[src/sv/stsum_pkg.sv]
`timescale 1ns / 1ps
// ----------------------------------------------------------------------------
// stsum_pkg
// Shared types and constants for the segment tree range sum block.
// ----------------------------------------------------------------------------
package stsum_pkg;

	localparam int LEAVES    = 1024;
	localparam int LEAF_W    = 10;            // log2(LEAVES)
	localparam int MEM_DEPTH = 2 * LEAVES;
	localparam int MEM_AW    = LEAF_W + 1;    // node index 1 .. 2*LEAVES-1
	localparam int NODE_W    = LEAF_W + 2;    // also holds the upper bound 2*LEAVES
	localparam int VAL_W     = 32;
	localparam int SUM_W     = 48;

	localparam logic OP_SET   = 1'b0;
	localparam logic OP_QUERY = 1'b1;

	typedef logic [MEM_AW-1:0] addr_t;
	typedef logic signed [SUM_W-1:0] sum_t;

	// one write and one read per cycle into the node store
	typedef struct packed {
		logic  we;
		addr_t waddr;
		sum_t  wdata;
		addr_t raddr;
	} mem_req_t;

endpackage

[src/sv/stsum_seq.sv]
`timescale 1ns / 1ps
// ----------------------------------------------------------------------------
// stsum_seq
// Sequencer for the tree walks, with the shared 48-bit adder.
// ----------------------------------------------------------------------------
module stsum_seq (
	input  logic                                clk,
	input  logic                                arst_n,
	input  logic                                start,
	output logic                                busy,
	input  logic                                opcode,
	input  logic [stsum_pkg::LEAF_W-1:0]        position,
	input  logic signed [stsum_pkg::VAL_W-1:0]  value,
	input  logic [stsum_pkg::LEAF_W-1:0]        range_left,
	input  logic [stsum_pkg::LEAF_W:0]          range_right,
	output stsum_pkg::sum_t                     sum,
	output logic                                done,
	output stsum_pkg::mem_req_t                 mem_req,
	input  stsum_pkg::sum_t                     rd_data
);

	localparam logic [2:0] ST_CLEAR    = 3'd0;
	localparam logic [2:0] ST_IDLE     = 3'd1;
	localparam logic [2:0] ST_UP       = 3'd2;
	localparam logic [2:0] ST_UP_ADD   = 3'd3;
	localparam logic [2:0] ST_Q_LO     = 3'd4;
	localparam logic [2:0] ST_Q_LO_ADD = 3'd5;
	localparam logic [2:0] ST_Q_HI     = 3'd6;
	localparam logic [2:0] ST_Q_HI_ADD = 3'd7;

	localparam logic [stsum_pkg::LEAF_W:0] LEAVES_R = (stsum_pkg::LEAF_W + 1)'(stsum_pkg::LEAVES);
	localparam logic [stsum_pkg::NODE_W-1:0] LEAVES_N = stsum_pkg::NODE_W'(stsum_pkg::LEAVES);
	localparam logic [stsum_pkg::NODE_W-1:0] ROOT_N = stsum_pkg::NODE_W'(1);

	logic [2:0]                       state_q;
	stsum_pkg::addr_t                 clr_q;
	logic                             done_q;
	logic [stsum_pkg::NODE_W-1:0]     lo_q;   // also the node on a set walk
	logic [stsum_pkg::NODE_W-1:0]     hi_q;
	stsum_pkg::sum_t                  acc_q;  // running sum, or path value on a set
	stsum_pkg::sum_t                  sum_q;

	logic                             accept;
	logic [stsum_pkg::LEAF_W:0]       right_c;
	logic                             empty;
	logic [stsum_pkg::NODE_W-1:0]     hi_dec;
	stsum_pkg::sum_t                  add_res;

	assign accept  = start && (state_q == ST_IDLE);
	assign right_c = (range_right > LEAVES_R) ? LEAVES_R : range_right;
	assign empty   = ({1'b0, range_left} >= right_c);
	assign hi_dec  = hi_q - ROOT_N;
	assign add_res = acc_q + rd_data;

	always_comb begin
		mem_req       = '0;
		mem_req.waddr = lo_q[stsum_pkg::MEM_AW-1:0];
		mem_req.wdata = acc_q;
		case (state_q)
			ST_CLEAR: begin
				mem_req.we    = 1'b1;
				mem_req.waddr = clr_q;
				mem_req.wdata = '0;
			end
			ST_UP: begin
				// store this node, fetch its sibling
				mem_req.we    = 1'b1;
				mem_req.raddr = lo_q[stsum_pkg::MEM_AW-1:0] ^ stsum_pkg::MEM_AW'(1);
			end
			ST_Q_LO: begin
				mem_req.raddr = lo_q[stsum_pkg::MEM_AW-1:0];
			end
			ST_Q_HI: begin
				mem_req.raddr = hi_dec[stsum_pkg::MEM_AW-1:0];
			end
			default: begin
			end
		endcase
	end

	always_ff @(posedge clk or negedge arst_n) begin
		if (!arst_n) begin
			state_q <= ST_CLEAR;
			clr_q   <= '0;
			done_q  <= 1'b0;
		end else begin
			done_q <= 1'b0;
			case (state_q)
				ST_CLEAR: begin
					clr_q <= clr_q + stsum_pkg::MEM_AW'(1);
					if (clr_q == stsum_pkg::MEM_AW'(stsum_pkg::MEM_DEPTH - 1)) begin
						state_q <= ST_IDLE;
					end
				end
				ST_IDLE: begin
					if (accept) begin
						if (opcode == stsum_pkg::OP_SET) begin
							state_q <= ST_UP;
						end else if (empty) begin
							done_q <= 1'b1;
						end else begin
							state_q <= ST_Q_LO;
						end
					end
				end
				ST_UP: begin
					state_q <= (lo_q == ROOT_N) ? ST_IDLE : ST_UP_ADD;
				end
				ST_UP_ADD: begin
					state_q <= ST_UP;
				end
				ST_Q_LO: begin
					if (lo_q >= hi_q) begin
						done_q  <= 1'b1;
						state_q <= ST_IDLE;
					end else if (lo_q[0]) begin
						state_q <= ST_Q_LO_ADD;
					end else begin
						state_q <= ST_Q_HI;
					end
				end
				ST_Q_LO_ADD: begin
					state_q <= ST_Q_HI;
				end
				ST_Q_HI: begin
					state_q <= hi_q[0] ? ST_Q_HI_ADD : ST_Q_LO;
				end
				ST_Q_HI_ADD: begin
					state_q <= ST_Q_LO;
				end
				default: begin
					state_q <= ST_IDLE;
				end
			endcase
		end
	end

	always_ff @(posedge clk) begin
		case (state_q)
			ST_IDLE: begin
				if (accept) begin
					if (opcode == stsum_pkg::OP_SET) begin
						lo_q  <= LEAVES_N + stsum_pkg::NODE_W'(position);
						acc_q <= stsum_pkg::SUM_W'(value);
					end else begin
						lo_q  <= LEAVES_N + stsum_pkg::NODE_W'(range_left);
						hi_q  <= LEAVES_N + stsum_pkg::NODE_W'(right_c);
						acc_q <= '0;
						sum_q <= '0;
					end
				end
			end
			ST_UP_ADD: begin
				acc_q <= add_res;
				lo_q  <= lo_q >> 1;
			end
			ST_Q_LO: begin
				if (lo_q >= hi_q) begin
					sum_q <= acc_q;
				end
			end
			ST_Q_LO_ADD: begin
				acc_q <= add_res;
				lo_q  <= lo_q + ROOT_N;
			end
			ST_Q_HI: begin
				if (hi_q[0]) begin
					hi_q <= hi_dec;
				end else begin
					lo_q <= lo_q >> 1;
					hi_q <= hi_q >> 1;
				end
			end
			ST_Q_HI_ADD: begin
				acc_q <= add_res;
				lo_q  <= lo_q >> 1;
				hi_q  <= hi_q >> 1;
			end
			default: begin
			end
		endcase
	end

	assign busy = (state_q != ST_IDLE);
	assign done = done_q;
	assign sum  = sum_q;

endmodule

[config.mk]
export PLATFORM = sky130hd
export DESIGN_NAME = stsum_seq
export DESIGN_NICKNAME = d
export VERILOG_FILES = /design/src/sv/stsum_pkg.sv /design/src/sv/stsum_seq.sv
export SDC_FILE = /design/constraint.sdc
export NUM_CORES = 1
export LEC_CHECK = 0
export BUFFER_PORTS_ARGS = -buffer_cell sky130_fd_sc_hd__buf_2
export CAP_MARGIN = 20
export CORE_AREA = 2 2 146 148
export CTS_CLUSTER_SIZE = 40
export DETAILED_ROUTE_END_ITERATION = 7
export DIE_AREA = 0 0 148 150
export GPL_TIMING_DRIVEN = 0
export HOLD_SLACK_MARGIN = 0.08
export PLACE_DENSITY = 0.77
export SYNTH_ARGS = -nofsm -noshare
export SYNTH_HDL_FRONTEND = slang
export SYNTH_SLANG_ARGS = --single-unit
[constraint.sdc]
create_clock -name clk -period 5.15 [get_ports clk]
set_clock_uncertainty 0.1 [all_clocks]
set_input_delay 0.2575 -clock clk [delete_from_list [all_inputs] [get_ports clk]]
set_output_delay 0.2575 -clock clk [all_outputs]
set_load 0.01 [all_outputs]
[Word level (Yosys, flattened, before mapping)]
Index checks and enable logic that the tools add are counted.
Storage, ports and cells
  logic and storage cells: 81
  bits in registers: 135
Cells by class
  mux-type cells: 33
  add/subtract/negate cells: 7
  order comparisons: 3
  bitwise operators: 1
  eq/ne operators: 16
  reduce and logical (&&, ||, !) cells: 14
Operator list (count)
  two-way mux 48 bit: 5
  case mux 48 bit (2 select lines): 2
  two-way mux 12 bit: 6
  two-way mux 59 bit: 1
  adder 48 bit: 1
  case mux 12 bit (4 select lines): 1
  case mux 12 bit (3 select lines): 1
  case mux 11 bit (3 select lines): 1
  adder 11 x 10 -> 12 bit, first input constant: 2
  case mux 3 bit (8 select lines): 1
  two-way mux 3 bit: 5
  adder 11 x 11 -> 12 bit, first input constant: 1
  adder 12 x 1 -> 12 bit, second input constant: 1
  == test 12 x 1 -> 1 bit, second input constant: 1
  == test 3 bit, second input constant: 4
  greater-or-equal comparator 12 bit: 1
  subtractor 12 x 1 -> 12 bit, second input constant: 1
  adder 11 x 1 -> 11 bit, second input constant: 1
  == test 11 bit, second input constant: 1
  greater-or-equal comparator 10 x 11 -> 1 bit: 1
  greater-than comparator 11 bit, second input constant: 1
  two-way mux 11 bit: 1
  != test 2 bit, second input constant: 5
  AND reduction 3 bit: 3
  17 further kinds: 26

[Longest topological paths before layout]
  depth after elaboration: 7
  mapped depth: 12

[Worst setup path after synthesis]
OpenSTA, ideal clock, no wires.
  path kind: register -> register
  from: register lo_q[0] (netlist bit)
  to: register sum_q[0], in the netlist sum[0] (enable)
  required time: 4.530 ns
  data arrival time: 5.064 ns
  setup slack: -0.534 ns
  setup time: 0.520 ns
  cell stages (with the launch flop): 12
  cell sequence: edfxtp_1 > clkbuf_1 > inv_1 > ha_1 > nand2b_1 > a21o_1 > a21o_1 > a21oi_1 > o21ai_0 > a41o_1 > nor2_1 > o21ai_0
On the way
  longest elaborated chain between the ends: 3
RTL lines
  from (decl): RTL line stsum_seq.sv:38  | logic [stsum_pkg::NODE_W-1:0] lo_q;
  from (signal assigned): RTL line stsum_seq.sv:143  | lo_q <= LEAVES_N + stsum_pkg::NODE_W'(position);
  from (signal assigned): RTL line stsum_seq.sv:146  | lo_q <= LEAVES_N + stsum_pkg::NODE_W'(range_left);
  from (signal assigned): RTL line stsum_seq.sv:155  | lo_q <= lo_q >> 1;
  greater-or-equal comparator 12 bit: RTL line stsum_seq.sv:158  | if (lo_q >= hi_q) begin
  != test 2 bit (no line)
  AND reduction 4 bit (no line)
  to (signal assigned): RTL line stsum_seq.sv:159  | sum_q <= acc_q;
  to (decl): RTL line stsum_seq.sv:41  | stsum_pkg::sum_t sum_q;
Every way passes these cells.
A chain may end at the register's enable or synchronous reset.

==> flow_metrics.tcl <==
set metrics [dict create \
    relSlewSlack_pct 32.57 \
    cts-buffers-inserted 17 \
    min_path_type "input pin to flop" \
    netlist_instances 1091 \
    vdd_drop_max_mv 0.3677 \
    grt_util_all_layers_pct 28.60 \
    nets 1568 \
    final_common_cell "buf_2" \
    hold_viol 0 \
    cp.required_ns 4.79 \
    syn_nets 1281 \
    postPlaceCellArea_um2 11750 \
    drive_above_1_share_pct 20.85 \
    clk_pin_slew_worst_paths_ns 0.06 \
    via_count 9680 \
    first_pass_iters 7 \
    rsz0062_at_grt "false" \
    arrival_ns 3.40 \
    end_kind "output pin" \
    final.period_utilization_pct 72.93 \
    cts_tree "yes" \
    outcome "completed" \
    reg2reg_setup_slack_ns 1.61 \
    fp.coreArea_um2 20690 \
    synth_edf_count 120 \
    stdcell_area_um2 12620 \
    area_delta_synth_final_pct 24.05 \
    setup_viol 0 \
    crit_path_start_kind "flop" \
    wire_per_inst_um 19.33 \
    h-tree-depth 4 \
    fin_ws_ns 1.394 \
    dp_hpwl_mm 24.16 \
    critPathKind "flop to output pin" \
    ys_seq_elements 135 \
    dieWidth_um 148 \
    ios 236 \
    ant_nets 0 \
    grt_max_degree 29 \
    grt_pass1_wl_mm 49.43 \
    hold_ws_ns 0.08578 \
    synth_seq_area_share_pct 39.10 \
    place_inst 1603 \
    clock_sinks 135 \
    clkLatencyLatePin_ns 0.44 \
    synth.distinct_cells 72 \
    numPortBuffers 235 \
    rows 53 \
    grt_overflow 0 \
    fmaxAchievable_mhz 266.2 \
    clockBufferDepth 2 \
    antenna_found_initial 2 \
    ctsResizeCount 0 \
    ys_warn_count 0 \
    tightest_slew_ns 1.004 \
    powerDensity_nw_per_um2 693.7 \
    grt_pass1_vias 9236 \
    leakage_nw 5.377 \
    postSynthAreaPerCell_um2 9.327 \
    place_congestion 0.9612 \
    routed_via_density 5.807 \
    drcViolationCount 0 \
    drt_iter0_markers 982 \
    synthArstFlopShare_pct 11.11 \
    final_cells 1667 \
    syn_area_um2 10180 \
    layout_common_cells "buf_2, edfxtp_1, nand2_1, ha_1, a21oi_1" \
    clockRootBuffer "clkbuf_16" \
    die-area_um2 22200 \
    synth-main-ff-cell "edfxtp_1" \
    slew_viol_final 0 \
    drv_cap 0 \
    pre_cts_slack_ns 1.629 \
    wl_mm 32.23 \
    die_y_um 150 \
    crit_fanout 10 \
    start_util_pct 49.18 \
    period_minus_slack_ns 3.756 \
]
[synth_stat cells (3+ instances only)]
cell type  number  area (um2)
inv_1          32       120.1
a211oi_1        9       67.56
nand3b_1       35       262.8
and3_1         10       62.56
ha_1           74       925.9
nand2b_1       20       125.1
o211ai_1       11       82.58
o21a_1          9       67.56
clkbuf_1       61       229.0
nand3_1        28       140.1
o22ai_1         7       43.79
a31oi_1         8       50.05
o21ai_1        18       90.09
a21oi_1        72       360.4
xnor2_1        47       411.6
o31ai_1         4       30.03
edfxtp_1      120        3603
o2111ai_1       4       35.03
nor2b_1        57       356.6
nand4_1        18       112.6
a311o_1         3       30.03
a21o_1         28       210.2
dfrtp_1        15       375.4
o21bai_1        4       30.03
nor4_1          3       18.77
o21ai_0        66       330.3
xor2_1         23       201.4
mux2_2         12       135.1
a22oi_1         8       60.06
nand2_1        84       315.3
o221ai_1        7       61.31
nor2_1         71       266.5
and2_1         51       319.1
mux2i_1        11       110.1
nor3_1         14       70.07
[per-layer routing]
layer,GRT usage (%),up-vias,wire length [um]
li1,-,4557,-
met1,39.56,4590,14040
met2,45.65,469,14670
met3,4.634,62,2622
met4,9.952,2,871
met5,0,-,16
[critical path: stages, from the launching register on]
cell and delay (ns):
dfrtp_1 0.38, clkbuf_1 0.21, nor3_1 0.81, clkbuf_1 0.66
clkbuf_1 0.46, nand2_1 0.10, o21ai_0 0.15, buf_2 0.19
[flip-flops by register name, summed over array words and instances, names as in the netlist]
register and count:
hi_q 12, lo_q 12, sum 48, done 1, state_q 3, acc_q 48
clr_q 11
[per-stage QoR]
step                util, %  power, W  TNS [ns]
finish                61.01  0.008756         0
global route          61.01  0.009369         0
floorplan                 -  0.005737         0
detailed placement    56.79  0.007421         0
global placement      56.53  0.007318    -47.46
CTS                   61.00  0.008680         0
[logic make-up after synthesis]
family          count (synthesis)  share of synthesized area, %
mux                            23                         2.410
simple gates                  406                         21.28
compound gates                286                         18.27
flops                         135                         39.10
buf+inv                        96                         3.615
fa+ha+maj                      75                         9.295
xor+xnor                       70                         6.025
[final cells by class]
type	instances	area, um2
fillers	1791	8066
multi-input cells	860	5843
flip-flops and latches	135	3979
repair buffers	268	1526
clock buffers	23	457.9
well taps	275	344.1
plain buffers	64	247.7
inverters	32	120.1
clock inverters	9	102.6
diodes	1	2.502
[report_power, final]
| group | total [W] | leakage (nW) | switching, W | internal, W |
|---|---|---|---|---|
| clock | 0.00120 | 0.279 | 0.000481 | 0.000722 |
| sequential | 0.00230 | 1.35 | 0.000366 | 0.00193 |
| combinational | 0.00525 | 3.75 | 0.00326 | 0.00199 |
| total | 0.00876 | 5.38 | 0.00411 | 0.00465 |
[timing repair]
item,in CTS,in global routing
endpoints found under the hold margin,45,0
hold buffers,31,0
setup endpoints to repair,0,0
setup buffers,0,0
[worst paths after layout]
check                                start     endpoint  cells after the start
worst min-delay path             value[29]    acc_q[29]                      3
max in group asynchronous           arst_n     clr_q[4]                      2
min in group asynchronous           arst_n     clr_q[2]                      2
worst min register to register   clr_q[10]    clr_q[10]                      1
worst max register to register    acc_q[0]    acc_q[32]                     12
worst max-delay path            state_q[2]  mem_req[59]                      7
No activity file was read; power rests on OpenSTA's default activity.
